`config.mk`:
```
export PLATFORM = sky130hd
export DESIGN_NAME = cdk_div
export DESIGN_NICKNAME = d
export VERILOG_FILES = /design/src/design/cdk_pkg.sv /design/src/design/cdk_div.sv
export SDC_FILE = /design/constraint.sdc
export NUM_CORES = 1
export LEC_CHECK = 0
export BUFFER_PORTS_ARGS = -buffer_cell sky130_fd_sc_hd__clkbuf_2
export CAP_MARGIN = 20
export CORE_MARGIN = 5
export CORE_UTILIZATION = 40
export CTS_BUF_LIST = sky130_fd_sc_hd__clkbuf_8
export DETAILED_ROUTE_END_ITERATION = 8
export SYNTH_ARGS = -nofsm -noshare
export SYNTH_HDL_FRONTEND = slang
export SYNTH_SLANG_ARGS = --single-unit
export TNS_END_PERCENT = 50
```
`constraint.sdc`:
```
create_clock -name clock -period 10.8 [get_ports clock]
set_input_delay 1.08 -clock clock [delete_from_list [all_inputs] [get_ports clock]]
set_output_delay 1.08 -clock clock [all_outputs]
set_load 0.05 [all_outputs]
```
`src/design/cdk_pkg.sv`:
```
// Types, constants and saturating fixed-point helpers for the clock offset/drift filter.
package cdk_pkg;

   localparam int CNT_W = 7;

   localparam logic [63:0] U_MAX = 64'hFFFF_FFFF_FFFF_FFFF;
   localparam logic [63:0] S_MAX = 64'h7FFF_FFFF_FFFF_FFFF;
   localparam logic [63:0] S_MIN = 64'h8000_0000_0000_0000;
   localparam logic [63:0] Q16_LIM = 64'h0000_8000_0000_0000;
   localparam logic [63:0] DRIFT_ONE = 64'h0000_4000_0000_0000;

   localparam logic [1:0] MODE_UPDATE    = 2'd0;
   localparam logic [1:0] MODE_TO_REMOTE = 2'd1;
   localparam logic [1:0] MODE_TO_LOCAL  = 2'd2;
   localparam logic [1:0] MODE_CLEAR     = 2'd3;

   localparam logic CSR_PROCESS_VARIANCE = 1'b0;
   localparam logic CSR_FORGET_FACTOR    = 1'b1;

   typedef enum logic [3:0] {
      ST_IDLE = 4'b0001,
      ST_RUN  = 4'b0010,
      ST_WAIT = 4'b0100,
      ST_FIN  = 4'b1000
   } state_type;

   typedef enum logic [22:0] {
      SP_MV   = 23'h000001,
      SP_CHK  = 23'h000002,
      SP_SD1  = 23'h000004,
      SP_SD2  = 23'h000008,
      SP_SDC  = 23'h000010,
      SP_PRED = 23'h000020,
      SP_TMP  = 23'h000040,
      SP_PA   = 23'h000080,
      SP_PB   = 23'h000100,
      SP_PC   = 23'h000200,
      SP_RES  = 23'h000400,
      SP_F11  = 23'h000800,
      SP_F01  = 23'h001000,
      SP_F00  = 23'h002000,
      SP_GS   = 23'h004000,
      SP_K0   = 23'h008000,
      SP_K1   = 23'h010000,
      SP_UOFF = 23'h020000,
      SP_UDR  = 23'h040000,
      SP_UP11 = 23'h080000,
      SP_UP01 = 23'h100000,
      SP_UP00 = 23'h200000,
      SP_Q1   = 23'h400000
   } step_type;

   typedef enum logic [2:0] {
      DV_IDLE  = 3'b001,
      DV_RUN   = 3'b010,
      DV_ROUND = 3'b100
   } div_state_type;

   typedef enum logic [2:0] {
      SH0, SH16, SH28, SH30, SH46
   } sh_type;

   function automatic logic [63:0] mag(input logic [63:0] x);
      return x[63] ? (64'd0 - x) : x;
   endfunction

   function automatic logic [63:0] sat_signed(input logic neg, input logic [63:0] m);
      if (neg) begin
         return m[63] ? S_MIN : (64'd0 - m);
      end
      return m[63] ? S_MAX : m;
   endfunction

   function automatic logic [63:0] sat_add(input logic [63:0] a, input logic [63:0] b);
      logic [63:0] s;
      s = a + b;
      if (a[63] == b[63] && s[63] != a[63]) begin
         return a[63] ? S_MIN : S_MAX;
      end
      return s;
   endfunction

   // bit 64 flags overflow
   function automatic logic [64:0] sat_sub(input logic [63:0] a, input logic [63:0] b);
      logic [63:0] d;
      d = a - b;
      if (a[63] != b[63] && d[63] != a[63]) begin
         return {1'b1, (a[63] ? S_MIN : S_MAX)};
      end
      return {1'b0, d};
   endfunction

   function automatic logic [63:0] uadd(input logic [63:0] a, input logic [63:0] b);
      logic [64:0] s;
      s = {1'b0, a} + {1'b0, b};
      return s[64] ? U_MAX : s[63:0];
   endfunction

   function automatic logic [63:0] uadd_sm(input logic [63:0] a, input logic neg,
                                           input logic [63:0] m);
      if (neg) begin
         return (a >= m) ? (a - m) : 64'd0;
      end
      return uadd(a, m);
   endfunction

   function automatic logic [47:0] sat48(input logic [63:0] x);
      if ($signed(x) >= $signed(Q16_LIM)) begin
         return 48'h7FFF_FFFF_FFFF;
      end
      if ($signed(x) < -$signed(Q16_LIM)) begin
         return 48'h8000_0000_0000;
      end
      return x[47:0];
   endfunction

   function automatic logic [63:0] to_q16(input logic [63:0] us);
      if ($signed(us) >= $signed(Q16_LIM)) begin
         return S_MAX;
      end
      if ($signed(us) < -$signed(Q16_LIM)) begin
         return S_MIN;
      end
      return {us[47:0], 16'd0};
   endfunction

   function automatic logic [63:0] round_q16(input logic [63:0] x);
      logic [63:0] r;
      r = (mag(x) + 64'd32768) >> 16;
      return x[63] ? (64'd0 - r) : r;
   endfunction

   function automatic logic [63:0] umul_post(input logic [127:0] p, input sh_type sh);
      logic [128:0] s;
      logic [128:0] q;
      s = {1'b0, p};
      case (sh)
         SH16: begin
            s = {1'b0, p} + (129'd1 << 15);
            q = s >> 16;
         end
         SH28: begin
            s = {1'b0, p} + (129'd1 << 27);
            q = s >> 28;
         end
         SH30: begin
            s = {1'b0, p} + (129'd1 << 29);
            q = s >> 30;
         end
         SH46: begin
            s = {1'b0, p} + (129'd1 << 45);
            q = s >> 46;
         end
         default: begin
            q = s;
         end
      endcase
      return (|q[128:64]) ? U_MAX : q[63:0];
   endfunction

endpackage

```
`src/design/cdk_div.sv`:
```
// Bit-serial restoring divider, 128 by 64 bits, rounded and saturated quotient.
module cdk_div (
   input  logic         clock,
   input  logic         reset,
   input  logic         start,
   input  logic [127:0] num,
   input  logic [63:0]  den,
   output logic         done,
   output logic [63:0]  quo
);
   import cdk_pkg::*;

   div_state_type state_ff, state_in;
   logic        done_ff, done_in;
   logic [5:0]  cnt_ff, cnt_in;
   logic [63:0] rem_ff, rem_in;
   logic [63:0] lo_ff, lo_in;
   logic [63:0] den_ff, den_in;
   logic [63:0] q_ff, q_in;

   always_comb begin
      logic [64:0] sh;
      logic        take;
      sh = {rem_ff, lo_ff[63]};
      take = (sh >= {1'b0, den_ff});
      state_in = state_ff;
      done_in = 1'b0;
      cnt_in = cnt_ff;
      rem_in = rem_ff;
      lo_in = lo_ff;
      den_in = den_ff;
      q_in = q_ff;
      case (state_ff)
         DV_IDLE: begin
            if (start) begin
               den_in = den;
               rem_in = num[127:64];
               lo_in = num[63:0];
               cnt_in = '0;
               q_in = '0;
               if (num[127:64] >= den) begin
                  q_in = U_MAX;
                  done_in = 1'b1;
               end else begin
                  state_in = DV_RUN;
               end
            end
         end
         DV_RUN: begin
            rem_in = take ? (sh[63:0] - den_ff) : sh[63:0];
            lo_in = {lo_ff[62:0], 1'b0};
            q_in = {q_ff[62:0], take};
            cnt_in = cnt_ff + 6'd1;
            if (cnt_ff == 6'd63) begin
               state_in = DV_ROUND;
            end
         end
         DV_ROUND: begin
            if (rem_ff >= den_ff - rem_ff && q_ff != U_MAX) begin
               q_in = q_ff + 64'd1;
            end
            done_in = 1'b1;
            state_in = DV_IDLE;
         end
         default: begin
            state_in = DV_IDLE;
         end
      endcase
   end

   always_ff @(posedge clock) begin
      if (reset) begin
         state_ff <= DV_IDLE;
         done_ff <= 1'b0;
      end else begin
         state_ff <= state_in;
         done_ff <= done_in;
      end
      cnt_ff <= cnt_in;
      rem_ff <= rem_in;
      lo_ff <= lo_in;
      den_ff <= den_in;
      q_ff <= q_in;
   end

   assign done = done_ff;
   assign quo = q_ff;

endmodule

```
== Yosys cells after proc, flatten, opt, wreduce, memory -nomap -nowiden ==
Cells that the tools add are included.

* $add $sub $neg: 4
* $lt $le $gt $ge: 3
* Muxes and demuxes: 18
* Equality and inequality tests: 9
* Reduce and logical (&&, ||, !) cells: 7

{| class="wikitable"
|+ Operators by type and width
! cell !! number
|-
| 64-bit two-way mux || 6
|-
| 64-bit case mux with 2 select lines || 2
|-
| 64-bit case mux with 3 select lines || 1
|-
| 64-bit greater-or-equal comparator || 2
|-
| 64-bit subtractor || 2
|-
| 65-bit by 64-bit greater-or-equal comparator with 1-bit output || 1
|-
| 64-bit by 1-bit adder with 64-bit output (second input constant) || 1
|-
| 64-bit != test (second input constant) || 1
|-
| 6-bit case mux with 2 select lines || 1
|-
| 3-bit two-way mux || 3
|-
| 2-bit != test (second input constant) || 4
|-
| 6-bit by 1-bit adder with 6-bit output (second input constant) || 1
|-
| 6-bit equality test (second input constant) || 1
|-
| 6-bit two-way mux || 1
|-
| 3-bit case mux with 2 select lines || 1
|-
| 3-bit AND reduction || 2
|-
| 2-bit AND reduction || 2
|-
| 3-bit by 1-bit equality test with 1-bit output (second input constant) || 1
|-
| 3-bit by 2-bit equality test with 1-bit output (second input constant) || 1
|-
| 3-bit equality test (second input constant) || 1
|-
| 3-bit nonzero test || 1
|-
| 1-bit two-way mux || 2
|-
| 1-bit case mux with 2 select lines || 1
|-
| 2-bit nonzero test || 1
|-
| 1-bit logical AND || 1
|}

* Flip-flop bits (word level): 266
* Input port bits: 195
* Logic and storage cells: 48

== Depth between registers and ports, before layout ==
* Depth in word-level cells: 5
* Depth in mapped cells: 27
* Gate-level depth less buffers: 27

== Least setup slack after synthesis ==
No wires, ideal clock.

* Kind: input port to flip-flop
* Start point: input start
* End point: register q_ff[0] (netlist: quo[0]) (enable)
* Path slack: 0.923 ns
* Data arrival time: 9.456 ns
* Stages: 6
* Cells stage by stage: inv_1 -> nor3_1 -> or2_2 -> nand2b_1 -> and3_1 -> a211o_1

* Word-level cells in the longest chain between the ends: 2

{| class="wikitable"
|+ Ends and longest elaborated chain
! what !! RTL line !! source
|-
| from (decl) || cdk_div.sv:5 || <nowiki>input logic start,</nowiki>
|-
| 2-bit != test (no line) || n/a ||
|-
| 3-bit AND reduction (no line) || n/a ||
|-
| to (signal assigned) || cdk_div.sv:83 || <nowiki>q_ff <= q_in;</nowiki>
|-
| to (decl) || cdk_div.sv:19 || <nowiki>logic [63:0] q_ff, q_in;</nowiki>
|}

Every way passes these cells.
A chain may end at the register's enable or synchronous reset.

== Worst setup path in the final report ==
* Start point: register rem_ff[0]
* End point: register q_ff[12] (netlist: quo[12]) (enable)

* Word-level cells in the longest chain between the ends: 5

{| class="wikitable"
|+ Ends and longest elaborated chain
! what !! RTL line !! source
|-
| from (decl) || cdk_div.sv:16 || <nowiki>logic [63:0] rem_ff, rem_in;</nowiki>
|-
| from (signal assigned) || cdk_div.sv:80 || <nowiki>rem_ff <= rem_in;</nowiki>
|-
| 64-bit subtractor || cdk_div.sv:59 || <nowiki>if (rem_ff >= den_ff - rem_ff && q_ff != U_MAX) begin</nowiki>
|-
| 64-bit greater-or-equal comparator (*) || cdk_div.sv:59 ||
|-
| 1-bit logical AND (*) || cdk_div.sv:59 ||
|-
| 2-bit != test (no line) (*) || n/a ||
|-
| 3-bit AND reduction (no line) (*) || n/a ||
|}

Mark *: on every way between the ends. The rest lies on a longest branch, timed or not.

==> flow_metrics.env <==
export IMPL_clock_tree_root_cell="clkbuf_8"
export IMPL_crit_top_cell="ha_1"
export IMPL_cts_max_level=2
export IMPL_area_delta_synth_final_pct=12.7
export IMPL_max_slew_margin_pct=29.4
export IMPL_crit_path_end_kind="flop"
export IMPL_tns_ps=0
export IMPL_die_h_um=249
export IMPL_cp_startpoint="rem_ff[0]"
export IMPL_yosys_area_top_type_share_pct=34.5
export IMPL_r2r_end="quo[12]"
export IMPL_synth_top_area_cell="edfxtp_1"
export IMPL_synth_mux_area_share_pct=0.571
export IMPL_vdd_drop_max_v=0.000180
export IMPL_cts_tree="yes"
export IMPL_max_cap_viol_count=0
export IMPL_diodes=0
export IMPL_clk_pin_slew_ps=60
export IMPL_grt_pass1_vias=19783
export IMPL_antenna_found_initial=10
export IMPL_viasPerCell=5.60
export IMPL_utilization_pct=45.6
export IMPL_hold_viol=0
export IMPL_crit_arrival_ps=6570
export IMPL_most_common_layout_cells="nand2_1 (379), edfxtp_1 (262), clkbuf_2 (259), ha_1 (257), inv_1 (239)"
export IMPL_rows=87
export IMPL_synth_avg_cell_area_um2=8.78
export IMPL_worstHoldPathType="reg2reg"
export IMPL_cts_hold_buffers=0
export IMPL_hpwl_um=51900
export IMPL_ys_ff_latch=266
export IMPL_final_layout_size_suffix_gt1_share_pct=13.1
export IMPL_wl_per_cell_um=19.1
export IMPL_syn_area_mm2=0.0228
export IMPL_async_reset_ff_share_pct=0
export IMPL_drtPass1Iterations=7
export IMPL_coreArea_mm2=0.0564
export IMPL_max_freq_mhz=158
export IMPL_maxSlewViolCount=0
export IMPL_cp_top_family="compound AO/OA/AOI/OAI gates"
export IMPL_worstMarginPinSlew_ps=1060
export IMPL_cp_required_ps=11040
export IMPL_switching_share_pct=45.0
export IMPL_crit_type="reg2reg"
export IMPL_vias=20160
export IMPL_power_leakage_uw=0.0118
export IMPL_die_w_um=249
export IMPL_overflow=0
export IMPL_postRouteAntennaNets=0
export IMPL_clk_latency_ps=650
export IMPL_grt_usage_pct=21.0
export IMPL_yosys_area_share_simple_pct=17.0
export IMPL_synth_nets=3052
export IMPL_timing_final_crit_share_pct=58.6
export IMPL_synth_distinct_cells=84
export IMPL_dpl_cell_area_mm2=0.0247
export IMPL_p_per_area_mw_per_mm2=215
export IMPL_synth_top_family_by_area="compound AO/OA/AOI/OAI gates"
export IMPL_power_frac_clock_pct=18.7
export IMPL_combPwrFrac_pct=50.9
export IMPL_crit_chain="ha_1 -> inv_1 -> fa_1 -> a211oi_1 -> nor2_1 -> o211ai_2 -> a31o_2 -> o31ai_2 -> a22o_1 -> a221oi_2 -> o21a_2 -> o31ai_1 -> a211oi_2 -> xor2_1 -> ha_1 -> nand4_1 -> nor4_1 -> nor3b_1 -> o211a_1 -> a211o_2 -> buf_4"
export IMPL_power_internal_uw=3040
export IMPL_holdCritStartpoint="lo_ff[53]"
export IMPL_finalWirelength_um=68700
export IMPL_r2r_slack_ps=4470
export IMPL_yosysSeqAreaShare_pct=34.9
export IMPL_violations="design-rule violations"
export IMPL_clockBufferDepth=3
export IMPL_final_area_mm2=0.0257
export IMPL_grt_pass1_wl_um=107000
export IMPL_p_sw_uw=2480
export IMPL_cp_slowest_stage_delay_ps=640
export IMPL_cp_start_kind="flop"
export IMPL_drcViolationCount=1
export IMPL_synth_xor_area_share_pct=6.30
export IMPL_final_nets=3263
export IMPL_layout_commonest_cell="nand2_1"
export IMPL_ys_top_cells_by_area="edfxtp_1 (35%), ha_1 (14%), nand2_1 (6.2%)"
export IMPL_post_cts_buffers=0
export IMPL_reg2reg_from="rem_ff[0]"
export IMPL_clock_sinks=266
export IMPL_rsz0062_at_grt="no"
export IMPL_numCtsBuffers=52
export IMPL_status="finished, violations left"
export IMPL_reg2regPathDepth=21
export IMPL_finalWorstSetupSlack_ps=4470
export IMPL_synthAdderAreaFrac_pct=14.3
export IMPL_dp_slack_ps=4520
export IMPL_yosysWarnings=0
export IMPL_synthCells=2598
export IMPL_synth_edf_count=262
export IMPL_die_area_mm2=0.0619
export IMPL_synth_compound_area_share_pct=21.2
export IMPL_fin_crit_ps=6330
export IMPL_n_fill_cell=5608
export IMPL_seqPwrFrac_pct=30.4
export IMPL_ctsResizeCount=0
export IMPL_min_to="lo_ff[54]"
export IMPL_skew_ps=42.9
export IMPL_whs_path_depth=2
export IMPL_setup_viol=0
export IMPL_path_max_fanout=64
export IMPL_place_congestion=0.925
export IMPL_numPortBuffers=259
export IMPL_grt_max_degree=88
export IMPL_crit_buf_inv=2
export IMPL_initial_utilization_pct=40.4
export IMPL_ys_flop_type="edfxtp_1"
export IMPL_io_pins=260
export IMPL_drtIter0Drc=1491
export IMPL_cpMaxStageDelayCell="buf_4"
state kept, by name (all words and copies together), names as in the netlist:
name and cells:
den_ff 64, quo 64, lo_ff 64, rem_ff 64, state_ff 3, cnt_ff 6
done 1
cell type report:
| type | count | area (um2) | share of cell area (%) |
|---|---|---|---|
| Multi-Input combinational cell | 1994 | 13600 | 52.8 |
| Timing Repair Buffer | 271 | 1390 | 5.40 |
| Sequential cell | 266 | 7950 | 30.9 |
| Clock inverter | 36 | 246 | 0.959 |
| Tap cell | 756 | 946 | 3.68 |
| Clock buffer | 55 | 757 | 2.95 |
| Inverter | 224 | 841 | 3.27 |
how the worst max path moves through the flow:
| stage | end | slack (ps) | cells past startpoint |
|---|---|---|---|
| finish | quo[12] | 4470 | 21 |
| global route | quo[11] | 4150 | 21 |
| CTS | quo[13] | 4490 | 21 |
| detailed placement | quo[30] | 4520 | 21 |
| global placement | quo[31] | 4770 | 21 |
| floorplan | quo[0] | 920 | 6 |
power by group through the flow:
| stage | Clock [uW] | Sequential [uW] | Combinational, uW |
|---|---|---|---|
| floorplan | 0 | 1850 | 1910 |
| CTS | 1070 | 1680 | 2810 |
| detailed placement | 0 | 1690 | 2800 |
| global placement | 0 | 1690 | 2780 |
| global route | 1110 | 1700 | 3120 |
| finish | 1030 | 1680 | 2810 |
synthesized netlist by cell type (13+ instances only):
cell / count
and2_1: 16
mux2i_1: 13
nand2b_1: 30
inv_1: 224
a21oi_1: 227
and3_1: 34
nand3_1: 67
nor2_1: 117
o21bai_1: 22
xnor2_1: 109
a21o_1: 102
o21a_1: 25
clkbuf_1: 92
and4_1: 14
edfxtp_1: 262
a31oi_1: 23
o21ai_0: 95
a211o_1: 17
ha_1: 257
nand4_1: 69
xor2_1: 55
nor2b_1: 28
nor3_1: 22
nand2_1: 379
o21ai_1: 66
a221o_1: 47
kinds of logic after synthesis:
family / count (synthesis)
mux: 13
simple gates: 825
fa+ha+maj: 259
flops: 266
compound gates: 733
xor+xnor: 164
buf+inv: 338
through the flow:
step                hold slack (ps)  total power (uW)  std cells
floorplan                       484              3760       2598
global placement                487              4470       3510
detailed placement              496              4490       3510
CTS                             506              5560       3601
global route                    530              5940       3602
finish                          504              5520       3602
tightest hold or removal path: cells and delay by family, from the launching register on:
kind	cells	cell delay, ps
simple gates	2	100
flops	1	330
metal layers:
metal	up-vias	part of all wire [%]	global-route usage, %
li1	9865	-	-
met1	9556	44	27.6
met2	610	45	34.1
met3	115	7.9	5.83
met4	14	2.8	5.80
met5	-	0.11	0
Note: power is estimated with default switching activity, not from simulation.
