## config.mk

```make
export PLATFORM = sky130hd
export DESIGN_NAME = cdk_mul
export DESIGN_NICKNAME = d
export VERILOG_FILES = /design/src/design/cdk_pkg.sv /design/src/design/cdk_mul.sv
export SDC_FILE = /design/constraint.sdc
export NUM_CORES = 1
export LEC_CHECK = 0
export ABC_AREA = 0
export BUFFER_PORTS_ARGS = -buffer_cell sky130_fd_sc_hd__buf_2
export CAP_MARGIN = 20
export CORE_ASPECT_RATIO = 0.75
export CORE_MARGIN = 10
export CORE_UTILIZATION = 45
export DETAILED_ROUTE_END_ITERATION = 8
export GPL_TIMING_DRIVEN = 0
export PLACE_DENSITY = 0.66
export SYNTH_ARGS = -nofsm -noshare
export SYNTH_HDL_FRONTEND = slang
export SYNTH_SLANG_ARGS = --single-unit
```

## constraint.sdc

```tcl
create_clock -name clock -period 5.6 [get_ports clock]
set_input_delay 1.68 -clock clock [delete_from_list [all_inputs] [get_ports clock]]
set_output_delay 1.68 -clock clock [all_outputs]
set_load 0.01 [all_outputs]
```

## src/design/cdk_pkg.sv

```systemverilog
// Types, constants and saturating fixed-point helpers for the clock offset/drift filter.
package cdk_pkg;

   localparam int CNT_W = 7;

   localparam logic [63:0] U_MAX = 64'hFFFF_FFFF_FFFF_FFFF;
   localparam logic [63:0] S_MAX = 64'h7FFF_FFFF_FFFF_FFFF;
   localparam logic [63:0] S_MIN = 64'h8000_0000_0000_0000;
   localparam logic [63:0] Q16_LIM = 64'h0000_8000_0000_0000;
   localparam logic [63:0] DRIFT_ONE = 64'h0000_4000_0000_0000;

   localparam logic [1:0] MODE_UPDATE    = 2'd0;
   localparam logic [1:0] MODE_TO_REMOTE = 2'd1;
   localparam logic [1:0] MODE_TO_LOCAL  = 2'd2;
   localparam logic [1:0] MODE_CLEAR     = 2'd3;

   localparam logic CSR_PROCESS_VARIANCE = 1'b0;
   localparam logic CSR_FORGET_FACTOR    = 1'b1;

   typedef enum logic [3:0] {
      ST_IDLE = 4'b0001,
      ST_RUN  = 4'b0010,
      ST_WAIT = 4'b0100,
      ST_FIN  = 4'b1000
   } state_type;

   typedef enum logic [22:0] {
      SP_MV   = 23'h000001,
      SP_CHK  = 23'h000002,
      SP_SD1  = 23'h000004,
      SP_SD2  = 23'h000008,
      SP_SDC  = 23'h000010,
      SP_PRED = 23'h000020,
      SP_TMP  = 23'h000040,
      SP_PA   = 23'h000080,
      SP_PB   = 23'h000100,
      SP_PC   = 23'h000200,
      SP_RES  = 23'h000400,
      SP_F11  = 23'h000800,
      SP_F01  = 23'h001000,
      SP_F00  = 23'h002000,
      SP_GS   = 23'h004000,
      SP_K0   = 23'h008000,
      SP_K1   = 23'h010000,
      SP_UOFF = 23'h020000,
      SP_UDR  = 23'h040000,
      SP_UP11 = 23'h080000,
      SP_UP01 = 23'h100000,
      SP_UP00 = 23'h200000,
      SP_Q1   = 23'h400000
   } step_type;

   typedef enum logic [2:0] {
      DV_IDLE  = 3'b001,
      DV_RUN   = 3'b010,
      DV_ROUND = 3'b100
   } div_state_type;

   typedef enum logic [2:0] {
      SH0, SH16, SH28, SH30, SH46
   } sh_type;

   function automatic logic [63:0] mag(input logic [63:0] x);
      return x[63] ? (64'd0 - x) : x;
   endfunction

   function automatic logic [63:0] sat_signed(input logic neg, input logic [63:0] m);
      if (neg) begin
         return m[63] ? S_MIN : (64'd0 - m);
      end
      return m[63] ? S_MAX : m;
   endfunction

   function automatic logic [63:0] sat_add(input logic [63:0] a, input logic [63:0] b);
      logic [63:0] s;
      s = a + b;
      if (a[63] == b[63] && s[63] != a[63]) begin
         return a[63] ? S_MIN : S_MAX;
      end
      return s;
   endfunction

   // bit 64 flags overflow
   function automatic logic [64:0] sat_sub(input logic [63:0] a, input logic [63:0] b);
      logic [63:0] d;
      d = a - b;
      if (a[63] != b[63] && d[63] != a[63]) begin
         return {1'b1, (a[63] ? S_MIN : S_MAX)};
      end
      return {1'b0, d};
   endfunction

   function automatic logic [63:0] uadd(input logic [63:0] a, input logic [63:0] b);
      logic [64:0] s;
      s = {1'b0, a} + {1'b0, b};
      return s[64] ? U_MAX : s[63:0];
   endfunction

   function automatic logic [63:0] uadd_sm(input logic [63:0] a, input logic neg,
                                           input logic [63:0] m);
      if (neg) begin
         return (a >= m) ? (a - m) : 64'd0;
      end
      return uadd(a, m);
   endfunction

   function automatic logic [47:0] sat48(input logic [63:0] x);
      if ($signed(x) >= $signed(Q16_LIM)) begin
         return 48'h7FFF_FFFF_FFFF;
      end
      if ($signed(x) < -$signed(Q16_LIM)) begin
         return 48'h8000_0000_0000;
      end
      return x[47:0];
   endfunction

   function automatic logic [63:0] to_q16(input logic [63:0] us);
      if ($signed(us) >= $signed(Q16_LIM)) begin
         return S_MAX;
      end
      if ($signed(us) < -$signed(Q16_LIM)) begin
         return S_MIN;
      end
      return {us[47:0], 16'd0};
   endfunction

   function automatic logic [63:0] round_q16(input logic [63:0] x);
      logic [63:0] r;
      r = (mag(x) + 64'd32768) >> 16;
      return x[63] ? (64'd0 - r) : r;
   endfunction

   function automatic logic [63:0] umul_post(input logic [127:0] p, input sh_type sh);
      logic [128:0] s;
      logic [128:0] q;
      s = {1'b0, p};
      case (sh)
         SH16: begin
            s = {1'b0, p} + (129'd1 << 15);
            q = s >> 16;
         end
         SH28: begin
            s = {1'b0, p} + (129'd1 << 27);
            q = s >> 28;
         end
         SH30: begin
            s = {1'b0, p} + (129'd1 << 29);
            q = s >> 30;
         end
         SH46: begin
            s = {1'b0, p} + (129'd1 << 45);
            q = s >> 46;
         end
         default: begin
            q = s;
         end
      endcase
      return (|q[128:64]) ? U_MAX : q[63:0];
   endfunction

endpackage

```

## src/design/cdk_mul.sv

```systemverilog
// Bit-serial 64x64 unsigned multiplier, one multiplier bit per cycle.
module cdk_mul (
   input  logic         clock,
   input  logic         reset,
   input  logic         start,
   input  logic [63:0]  a,
   input  logic [63:0]  b,
   output logic         done,
   output logic [127:0] prod
);
   import cdk_pkg::*;

   logic        busy_ff, busy_in;
   logic        done_ff, done_in;
   logic [5:0]  cnt_ff, cnt_in;
   logic [63:0] a_ff, a_in;
   logic [63:0] b_ff, b_in;
   logic [63:0] hi_ff, hi_in;
   logic [63:0] lo_ff, lo_in;

   always_comb begin
      logic [64:0] sum;
      sum = {1'b0, hi_ff} + (b_ff[0] ? {1'b0, a_ff} : 65'd0);
      busy_in = busy_ff;
      done_in = 1'b0;
      cnt_in = cnt_ff;
      a_in = a_ff;
      b_in = b_ff;
      hi_in = hi_ff;
      lo_in = lo_ff;
      if (start) begin
         busy_in = 1'b1;
         cnt_in = '0;
         a_in = a;
         b_in = b;
         hi_in = '0;
         lo_in = '0;
      end else if (busy_ff) begin
         hi_in = sum[64:1];
         lo_in = {sum[0], lo_ff[63:1]};
         b_in = {1'b0, b_ff[63:1]};
         cnt_in = cnt_ff + 6'd1;
         if (cnt_ff == 6'd63) begin
            busy_in = 1'b0;
            done_in = 1'b1;
         end
      end
   end

   always_ff @(posedge clock) begin
      if (reset) begin
         busy_ff <= 1'b0;
         done_ff <= 1'b0;
      end else begin
         busy_ff <= busy_in;
         done_ff <= done_in;
      end
      cnt_ff <= cnt_in;
      a_ff <= a_in;
      b_ff <= b_in;
      hi_ff <= hi_in;
      lo_ff <= lo_in;
   end

   assign done = done_ff;
   assign prod = {hi_ff, lo_ff};

endmodule

```

### Word level (Yosys, flattened, before mapping)

Index checks and enable logic that the tools add are counted.

| word-level totals | value |
|---|---|
| register bits | 264 |
| input port bits | 131 |
| output and inout port bits | 129 |
| word-level logic and storage cells | 20 |

| operators by class | value |
|---|---|
| $add $sub $neg | 2 |
| eq/ne operators | 1 |
| mux-type cells | 7 |
| bitwise logic cells | 1 |
| reduce and logical (&&, ||, !) cells | 2 |

Operator list:

| operator | number |
|---|---|
| 2-to-1 mux 64 bit | 3 |
| adder 64 x 64 -> 65 bit | 1 |
| adder 6 x 1 -> 6 bit (second input constant) | 1 |
| == test 6 bit (second input constant) | 1 |
| 2-to-1 mux 1 bit | 4 |
| OR reduction 3 bit | 1 |
| nonzero test 2 bit | 1 |
| inverter 1 bit | 1 |

### Depth between registers and ports, before layout

Gate-level depths: netlist of the first run.

| depth | value |
|---|---|
| depth after elaboration | 4 |
| depth in mapped cells | 15 |
| mapped depth without buffers | 12 |

### Least setup slack after synthesis of the first run

No wires, ideal clock.

| path | value |
|---|---|
| path kind | in2reg |
| start | input port start |
| end | register b_ff[0], enable pin |
| library setup time | 0.418 ns |
| data arrival time | 3.479 ns |
| required time | 5.182 ns |
| path slack | 1.703 ns |
| stages on the path | 4 |
| buffers on the path | 2 |
| cells stage by stage | clkbuf_1 -> nor2_1 -> clkbuf_1 -> inv_1 |

| on the way | value |
|---|---|
| longest elaborated chain between the ends | 1 |

RTL lines:

| item | line | RTL |
|---|---|---|
| start, declared | cdk_mul.sv:5 | `input logic start,` |
| nonzero test 2 bit (no source line) | - |  |
| end signal, assigned | cdk_mul.sv:60 | `b_ff <= b_in;` |
| end, declared | cdk_mul.sv:17 | `logic [63:0] b_ff, b_in;` |

Every way passes these cells.
A chain may end at the register's enable or synchronous reset.

### Worst setup path after layout of the first run

| path | value |
|---|---|
| start | input port start |
| end | register b_ff[4], enable pin |

Same word-level chain as after synthesis.

==> results of run 1 <==
per-stage QoR:
step / cell area [sq um] / util (%) / std cells / TNS (ns) / hold slack [ns]
final: 16260 / 55.46 / 2005 / 0 / 0.4826
after global routing: 16260 / 55.45 / 2004 / 0 / 0.5019
after CTS: 16250 / 55.42 / 2001 / 0 / 0.4846
after detailed placement: 15320 / 52.26 / 1949 / 0 / 0.4760
after global placement: 15300 / 52.18 / 1948 / -44.30 / 0.4656
after floorplan: 13520 / - / 1297 / 0 / 0.4537
cell usage in the layout (no fill, tap or decap), types with 57 or more instances in the layout:
master / netlist / final
nor2_1: 138 / 138
ha_1: 65 / 65
clkbuf_1: 52 / 57
mux2_2: 63 / 63
nand2_1: 85 / 85
and2_1: 71 / 71
o21ai_0: 67 / 67
dfxtp_1: 136 / 136
a21oi_1: 82 / 82
mux2i_1: 92 / 92
edfxtp_1: 128 / 128
buf_2: 15 / 273
registers in the layout, indices dropped and copies added (netlist names):
name     cells
b_ff        64
lo_ff       64
done         1
cnt_ff       6
a_ff        64
busy_ff      1
hi_ff       64
power by group:
part	internal (uW)	total [uW]	switching (uW)	leakage (uW)
combinational	322	798	476	0.00420
sequential	2170	2230	62.2	0.00237
clock	1060	1860	802	0.000466
area by class of cell:
class / instances / area share (%)
Antenna cell: 4 / 0.06155
Buffer: 80 / 2.008
Clock buffer: 36 / 4.678
Clock inverter: 16 / 1.023
Inverter: 16 / 0.3693
Multi-Input combinational cell: 937 / 40.36
Sequential cell: 264 / 40.38
Tap cell: 392 / 3.016
Timing Repair Buffer: 260 / 8.110
kinds of logic after synthesis:
group / Yosys count
compound gates: 266
xor+xnor: 57
fa+ha+maj: 66
buf+inv: 96
flops: 264
mux: 155
simple gates: 393
worst paths after layout:
| check | start | end | slack, ns | cells past startpoint |
|---|---|---|---|---|
| worst max register to register | b_ff[0] | hi_ff[51] | 1.35 | 13 |
| worst min-delay path | hi_ff[55] | hi_ff[55] | 0.48 | 2 |
| worst min register to register | hi_ff[55] | hi_ff[55] | 0.48 | 2 |
| worst max-delay path | start | b_ff[4] | 1.34 | 6 |
tightest hold or removal path: stages (launching register included):
cell and delay (ns):
dfxtp_1 0.32, nand2_1 0.05, o21ai_0 0.06
per-layer routing:
metal  vias to the layer above  track usage, %  routed length [um]
li1                       5282               -                   -
met1                      5149           27.96               18010
met2                       320           29.60               16350
met3                        67           6.875                3380
met4                        16           4.100                 723
met5                         -               0                 102
==> run_results.csv, run 1 <==
group,metric,value,unit
run_status,status,"completed",
sta,layout_setup_ws,1.343,ns
sta,period_share,76.02,%
sta,maxSlewViolCount,0,
grt,grt_pass1_vias,10600,
power_and_ir_drop,power.total,4894,uW
placement,hpwl,29.41,mm
critical_path,timing.critical_path.required,5.92,ns
floorplan,die_w,220.1,um
grt,grt_usage,20.08,%
sta,rsz0062_at_grt,"no",
logic_synthesis,syn_inst,1297,
sta,maxSlewHeadroom,28.19,%
sta,tightest_slew,1.073,ns
floorplan,die_height,170.1,um
layout,drive_above_1_share,24.67,%
drt,drt-total-wl,38.57,mm
critical_path,critPathMaxFanout,65,
placement,io_buffers,259,
floorplan,rows,54,
drt,dr.pass1.iters,7,
logic_synthesis,seq_area_frac_synth,48.58,%
logic_synthesis,synthTopCellsByArea,"edfxtp_1, dfxtp_1, mux2i_1",
drt,vias,10830,
power_and_ir_drop,ir_drop,0.2809,mV
power_and_ir_drop,p_leak,0.007044,uW
clocking,hold_buffers,0,
critical_path,cpMostUsedCell,"clkbuf_1",
sta,hold_violations,0,
grt,grt_pass1_wl,60.36,mm
clocking,cts_root_buf,"clkbuf_16",
logic_synthesis,synth_fp_nets,1494,
clocking,cts_tree,"done",
clocking,cts_sinks,264,
drt,drc_errors,0,
critical_path,cp-start-kind,"input port",
floorplan,die_area,37440,sq um
clocking,ctsLongestPathBuffers,3,
drt,routed_via_density,5.403,
logic_synthesis,async_flop_share,0,%
sta,fmax,234.9,MHz
floorplan,coreArea,29320,sq um
placement,gp_congestion,0.9209,
clocking,cts_buffers,28,
sta,skew,0.02179,ns
clocking,post_cts.repair.setup_buffers,0,
logic_synthesis,synthAdderAreaFrac,6.166,%
logic_synthesis,synth_xor_xnor_area_share,3.694,%
drt,drtIter0Drc,781,
critical_path,crit_type,"in -> reg",
placement,dp_worst_setup_slack,0.7265,ns
logic_synthesis,netlist.area_leader.share,28.44,%
logic_synthesis,yosysWarnings,0,
logic_synthesis,synth_common_cells,"nor2_1, dfxtp_1, edfxtp_1",
logic_synthesis,ys_types,65,
critical_path,arrival,4.58,ns
logic_synthesis,synth_compound_area_share,12.61,%
logic_synthesis,synth_top_area_cell,"edfxtp_1",
grt,antenna_found_initial,13,
clocking,cts_resized,0,
floorplan,io-pin-count,260,
logic_synthesis,yosys.area_share.simple,14.03,%
layout,area_growth,20.32,%
logic_synthesis,syn_area_per_cell,10.42,sq um
layout,final_nets,1784,
min_path,hp-class,"reg -> reg",
floorplan,start_util,46.09,%
clocking,htreeDepth,1,
logic_synthesis,ys_ff_latch,264,
power_and_ir_drop,p_per_area,301.0,nW/um^2
clocking,clk_pin_slew,0.07,ns
logic_synthesis,syn-cell-area,13520,sq um
critical_path,critPathBufInv,5,
run,maxCapViolCount,0,
logic_synthesis,yosysMostFrequentCell,"nor2_1",
critical_path,slowest_delay,0.87,ns
sta,setup-violations-final,0,
logic_synthesis,synth-edff-count,128,
critical_path,crit_chain,"buf_4 -> clkbuf_1 -> nor2_1 -> clkbuf_1 -> inv_2 -> buf_12",
grt,gr-total-overflow,0,
critical_path,crit_slowest_cell,"nor2_1",
critical_path,crit_path_end_kind,"flip-flop",
sta,period_minus_slack,4.257,ns
grt,grt_max_degree,66,
logic_synthesis,synth_top_family_by_area,"simple AND/OR/NAND/NOR gates",
clocking,clock_latency,0.57,ns
drt,postRouteAntennaNets,0,
critical_path,path_delay_family,"buffers and inverters",
layout,multi_input_area,6563,sq um
layout,fillers,2676,
logic_synthesis,ys.flop_type,"dfxtp_1",
logic_synthesis,synth_mux_area_share,12.06,%
drt,post_drt_wl_per_cell,19.23,um
layout,seq_area,6566,sq um
(Power assumes the default switching activity.)
==> inputs of run 2 (changes only) <==
--- a/config.mk
+++ b/config.mk
@@ -5,7 +5,7 @@
 export SDC_FILE = /design/constraint.sdc
 export NUM_CORES = 1
 export LEC_CHECK = 0
-export ABC_AREA = 0
+export ABC_AREA = 1
 export BUFFER_PORTS_ARGS = -buffer_cell sky130_fd_sc_hd__buf_2
 export CAP_MARGIN = 20
 export CORE_ASPECT_RATIO = 0.75
@@ -13,7 +13,7 @@
 export CORE_UTILIZATION = 45
 export DETAILED_ROUTE_END_ITERATION = 8
 export GPL_TIMING_DRIVEN = 0
-export PLACE_DENSITY = 0.66
+export PLACE_DENSITY = 0.68
 export SYNTH_ARGS = -nofsm -noshare
 export SYNTH_HDL_FRONTEND = slang
 export SYNTH_SLANG_ARGS = --single-unit
==> constraint.sdc (replaced) <==
create_clock -name clock -period 3.8 [get_ports clock]
set_input_delay 1.14 -clock clock [delete_from_list [all_inputs] [get_ports clock]]
set_output_delay 1.14 -clock clock [all_outputs]
set_load 0.01 [all_outputs]
==> run 2 against run 1 <==
Sequential cell count unchanged. Count of clock-buffer cells in the layout up 4. Utilization down 1.2 points. Largest cell class is now multi-input gates. Via count rose by 33%. Final cell count rose by 49%. Synthesized area grew 13%. Clock skew shrank 0.0026 ns. Power rose by 47%. Setup slack worse by 1.0 ns. Non-clock buffer count shrank 32. Register-to-register slack worse by 1.0 ns.
==> run_results.csv, run 2 <==
group,metric,value,unit
run_status,status,"completed",
sta,maxSlewHeadroom,29.24,%
critical_path,crit_chain,"clkbuf_2 -> nand2_1 -> inv_1 -> ha_1 -> nand2_2 -> inv_1 -> nand2_1 -> nand2_1 -> a21oi_1 -> nand3_2 -> nand2_1 -> nand3_1 -> nand2_1 -> nand3_1 -> nand2_1",
logic_synthesis,ys_ff_latch,264,
sta,hold_ws,0.4564,ns
drt,routed_via_density,4.817,
clocking,cts_resized,0,
clocking,cts_root_buf,"clkbuf_16",
layout,drive_above_1_share,15.33,%
drt,drt-total-wl,49.74,mm
clocking,cts_tree,"done",
clocking,post_cts.repair.setup_buffers,0,
sta,hold_violations,0,
critical_path,cpMostUsedCell,"nand2_1",
grt,gr-total-overflow,0,
clocking,clock_latency,0.58,ns
grt,grt_pass1_vias,13770,
drt,postRouteAntennaNets,0,
layout,area_growth,18.77,%
sta,tightest_slew,1.061,ns
grt,antenna_found_initial,13,
layout,final_nets,2700,
sta,setup-violations-final,0,
logic_synthesis,synthTopCellsByArea,"edfxtp_1, nand2_1, dfxtp_1",
critical_path,path_delay_family,"simple AND/OR/NAND/NOR gates",
drt,vias,14360,
logic_synthesis,ys_types,35,
sta,period_share,91.57,%
logic_synthesis,synth_top_area_cell,"edfxtp_1",
sta,fmax,287.4,MHz
floorplan,die_height,179.8,um
sta,maxSlewViolCount,0,
power_and_ir_drop,ir_drop,0.3457,mV
layout,mostFrequentLayoutCells,"nand2_1, inv_1, buf_2",
clocking,clk_pin_slew,0.06,ns
sta,period_minus_slack,3.479,ns
floorplan,coreArea,33530,sq um
critical_path,rr_worst_depth,15,
critical_path,critPathBufInv,3,
logic_synthesis,async_flop_share,0,%
grt,grt_pass1_wl,77.22,mm
grt,grt_max_degree,74,
sta,skew,0.01917,ns
sta,layout_setup_ws,0.3205,ns
clocking,ctsLongestPathBuffers,3,
placement,dp_worst_setup_slack,-0.1006,ns
logic_synthesis,synth_common_cells,"nand2_1, inv_1, dfxtp_1",
logic_synthesis,syn-cell-area,15320,sq um
run,maxCapViolCount,0,
logic_synthesis,ys.flop_type,"dfxtp_1",
critical_path,arrival,4.00,ns
critical_path,timing.critical_path.required,4.32,ns
critical_path,cp-start-kind,"flip-flop",
min_path,holdPathStages,2,
logic_synthesis,seq_area_frac_synth,42.85,%
sta,rsz0062_at_grt,"no",
logic_synthesis,yosysWarnings,0,
critical_path,ff2ff_setup_slack,0.32,ns
critical_path,critPathMaxFanout,10,
min_path,hp-class,"reg -> reg",
drt,drc_errors,0,
drt,dr.pass1.iters,6,
floorplan,die_area,41910,sq um
layout,stdcell_count,2980,
min_path,hold_start,"lo_ff[0]",
grt,grt_usage,23.31,%
critical_path,crit_path_end_kind,"flip-flop",
logic_synthesis,syn_inst,2215,
logic_synthesis,netlist.area_leader.share,25.08,%
critical_path,crit_type,"reg -> reg",
power_and_ir_drop,p_leak,0.009917,uW
critical_path,slowest_delay,0.74,ns
clocking,cts_sinks,264,
placement,io_buffers,259,
logic_synthesis,synth-edff-count,128,
placement,hpwl,40.29,mm
critical_path,r2r-start,"b_ff[0]",
logic_synthesis,syn_area_per_cell,6.919,sq um
min_path,whs_endpoint,"lo_ff[0]",
layout,utilization,54.29,%
drt,drtIter0Drc,1232,
clocking,htreeDepth,1,
floorplan,rows,58,
clocking,hold_buffers,0,
drt,post_drt_wl_per_cell,16.69,um
floorplan,io-pin-count,260,
critical_path,crit_slowest_cell,"edfxtp_1",
critical_path,reg2reg_to,"hi_ff[55]",
floorplan,die_w,233.1,um
layout,final_common_cell,"nand2_1",
power_and_ir_drop,p_per_area,394.8,nW/um^2
floorplan,start_util,45.71,%
clocking,cts_buffers,27,
placement,gp_congestion,0.9598,
logic_synthesis,yosysMostFrequentCell,"nand2_1",
placement,dp_cells,2925,
logic_synthesis,synth_fp_nets,2412,
run 2: stage by stage:
stage / TNS, ns / cell area (sq um) / total power, uW
after floorplan: 0 / 15330 / 3969
after global placement: -117.96 / 17190 / 4347
after detailed placement: -0.2007 / 17220 / 4367
after CTS: 0 / 18190 / 7239
after global routing: 0 / 18190 / 7505
final: 0 / 18200 / 7186
run 2: per-layer routing:
layer	up-vias	GRT usage [%]	part of all wire, %
li1	7369	-	-
met1	6474	33.56	49
met2	422	33.80	40
met3	75	7.410	9.5
met4	16	3.707	1.8
met5	-	0	0.18
run 2: final cells by class:
type,count,area (sq um)
fillers,3379,15330
multi-input cells,1452,6879
flip-flops and latches,264,6566
inverters,450,1689
repair buffers,260,1326
clock buffers,40,847.1
well taps,450,563.0
plain buffers,48,191.4
clock inverters,10,123.9
diodes,6,15.01
run 2: how the worst max path moves through the flow:
stage               startpoint         to  slack [ns]  depth (start not counted)
CTS                    b_ff[0]  hi_ff[55]        0.02                         16
global placement         start   b_ff[18]       -1.17                          5
finish                 b_ff[0]  hi_ff[55]        0.32                         15
global route           b_ff[0]  hi_ff[55]        0.15                         15
detailed placement       start  hi_ff[55]       -0.10                          7
floorplan                start    b_ff[0]        0.89                          4
run 2: kinds of logic (layout without fill, tap and decap cells):
family / after synthesis / after routing / synth area share [%]
buffers and inverters: 499 / 808 / 12.26
and+or+nand+nor: 1199 / 1199 / 32.18
other: 0 / 6 / 0
AOI/OAI and AO/OA: 165 / 165 / 6.017
adders and majority gates: 66 / 66 / 5.438
DFF: 264 / 264 / 42.85
xor gates and xnor gates: 22 / 22 / 1.257
run 2: power breakdown:
group	switching [uW]	leakage [uW]	internal (uW)
registers	87.0	0.00239	3190
clock network	1180	0.000479	1690
logic	686	0.00705	357
total	1950	0.00992	5230
run 2: worst min-delay path: cells and delay by family (launching register included):
family / cells / cell delay [ns]
flops: 1 / 0.32
simple gates: 1 / 0.05
compound gates: 1 / 0.05
==> inputs of run 3 (changes only) <==
--- a/config.mk
+++ b/config.mk
@@ -14,6 +14,7 @@
 export DETAILED_ROUTE_END_ITERATION = 8
 export GPL_TIMING_DRIVEN = 0
 export PLACE_DENSITY = 0.68
+export REMOVE_ABC_BUFFERS = 1
 export SYNTH_ARGS = -nofsm -noshare
 export SYNTH_HDL_FRONTEND = slang
 export SYNTH_SLANG_ARGS = --single-unit
==> constraint.sdc (replaced) <==
create_clock -name clock -period 3.8 [get_ports clock]
set_input_delay 1.14 -clock clock [delete_from_list [all_inputs] [get_ports clock]]
set_output_delay 1.14 -clock clock [all_outputs]
set_load 0.005 [all_outputs]
==> run 3 against run 2 <==
Sequential power barely moved. Die area did not move. Wire length fell by 4.3%. Utilization fell by 0.082 points. Global-route usage fell by 0.92 points. Hold slack improved by 0.012 ns. Cell area fell by 0.15%. Clock power barely moved. Critical path type unchanged. Largest cell class unchanged. Highest routed layer unchanged.
==> run_results.csv, run 3 (same netlist as run 2, synthesis figures left out) <==
group,metric,value,unit
clocking,cts_resized,0,
power_and_ir_drop,pwr-share-comb,14.6,%
drt,vias,14150,
power_and_ir_drop,clockPowerShare,39.7,%
clocking,ctsLongestPathBuffers,3,
layout,drive_above_1_share,15.75,%
placement,gp_congestion,0.9666,
placement,hpwl,38.06,mm
critical_path,timing.critical_path.required,4.31,ns
critical_path,cp-start-kind,"flip-flop",
layout,final_common_cell,"nand2_1",
sta,layout_setup_ws,0.6553,ns
drt,dr.pass1.iters,5,
sta,skew,0.02620,ns
sta,tns,0,ns
grt,grt_pass1_vias,13400,
drt,routed_via_density,4.818,
floorplan,io-pin-count,260,
grt,antenna_found_initial,12,
critical_path,ff2ff_setup_slack,0.66,ns
floorplan,rows,58,
clocking,post_cts.repair.setup_buffers,0,
grt,gr-total-overflow,0,
sta,hold_violations,0,
layout,mostFrequentLayoutCells,"nand2_1, inv_1, buf_2",
sta,rsz0062_at_grt,"no",
floorplan,coreArea,33530,sq um
placement,place_area,17210,sq um
power_and_ir_drop,p_switching,1946,uW
critical_path,arrival,3.66,ns
drt,post_drt_wl_per_cell,16.20,um
floorplan,start_util,45.71,%
placement,io_buffers,259,
sta,tightest_slew,0.9025,ns
layout,stdcell_count,2938,
floorplan,die_w,233.1,um
min_path,hp-class,"reg -> reg",
clocking,cts_sinks,264,
layout,stdcell_area,18170,sq um
grt,grt_usage,22.39,%
clocking,cts_root_buf,"clkbuf_16",
critical_path,crit_slowest_cell,"edfxtp_1",
floorplan,die_height,179.8,um
placement,dp_cells,2883,
clocking,cts_tree,"done",
power_and_ir_drop,p_int,5206,uW
critical_path,crit_path_end_kind,"flip-flop",
clocking,hold_buffers,0,
drt,postRouteAntennaNets,0,
critical_path,crit_type,"reg -> reg",
layout,fillers,3373,
drt,drc_errors,0,
sta,setup-violations-final,0,
clocking,cts_buffers,27,
placement,dp_worst_setup_slack,0.2387,ns
sta,period_share,82.75,%
critical_path,crit_chain,"buf_16 -> nand2_1 -> inv_1 -> ha_1 -> fa_1 -> nand3_1 -> nand3_2 -> nand2_1 -> nand2_2 -> nand2_1 -> nand3_2 -> nand2_1 -> nand3_1 -> nand2_1 -> nand3_1 -> nand2_1",
power_and_ir_drop,power.total,7152,uW
layout,area_growth,18.59,%
sta,maxSlewViolCount,0,
drt,drtIter0Drc,1015,
power_and_ir_drop,p_per_area,393.5,nW/um^2
clocking,clk_pin_slew,0.06,ns
clocking,htreeDepth,1,
sta,maxSlewHeadroom,39.69,%
power_and_ir_drop,p_leak,0.009908,uW
power_and_ir_drop,pwr-share-seq,45.7,%
grt,grt_pass1_wl,74.62,mm
drt,drt-total-wl,47.59,mm
critical_path,slowest_delay,0.66,ns
layout,final_nets,2659,
run,maxCapViolCount,0,
power_and_ir_drop,ir_drop,0.3347,mV
sta,period_minus_slack,3.145,ns
critical_path,critPathMaxFanout,27,
grt,grt_max_degree,92,
floorplan,die_area,41910,sq um
clocking,clock_latency,0.59,ns
run_status,status,"completed",
power_and_ir_drop,switching_share,27.21,%
sta,fmax,318.0,MHz
critical_path,cpMostUsedCell,"nand2_1",
run 3: path summary, 6_finish.rpt:
| kind | start | to | depth (start not counted) |
|---|---|---|---|
| worst min-delay path | hi_ff[20] | hi_ff[20] | 2 |
| worst max-delay path | b_ff[0] | hi_ff[55] | 16 |
| worst min register to register | hi_ff[20] | hi_ff[20] | 2 |
| worst max register to register | b_ff[0] | hi_ff[55] | 16 |
run 3: stage by stage:
| stage | hold slack [ns] | util [%] |
|---|---|---|
| after floorplan | 0.4517 | - |
| after global placement | 0.4332 | 50.69 |
| after detailed placement | 0.4565 | 51.33 |
| after CTS | 0.4684 | 54.17 |
| after global routing | 0.4902 | 54.19 |
| final | 0.4686 | 54.21 |
run 3: area by class of cell:
class,instances,area [sq um],area share (%)
Tap cell,450,563.0,3.098
Antenna cell,5,12.51,0.06885
Clock inverter,11,127.6,0.7022
Clock buffer,39,823.3,4.530
Multi-Input combinational cell,1452,6894,37.93
Sequential cell,264,6566,36.13
Inverter,450,1694,9.322
Timing Repair Buffer,267,1493,8.213
run 3: metal layers:
metal / share of wire [%] / global-route usage (%)
met5: 0.17 / 0
met4: 1.7 / 3.862
met3: 9.4 / 6.828
met2: 41 / 32.51
met1: 48 / 32.28
run 3: power by group through the flow:
stage                     combinational [uW]  sequential, uW  clock (uW)
final                                   1040            3270        2840
after global routing                    1180            3290        3010
after CTS                               1050            3270        2900
after detailed placement                1040            3330           0
after global placement                   985            3350           0
after floorplan                          606            3320           0
run 3: worst max-delay path, delay by kind of cell, from the launching register on:
| kind | cells | cell delay [ns] |
|---|---|---|
| AND/OR/NAND/NOR | 12 | 1.41 |
| flip-flops | 1 | 0.66 |
| buffers and inverters | 2 | 0.32 |
| adder cells (fa/ha/maj) | 2 | 0.69 |
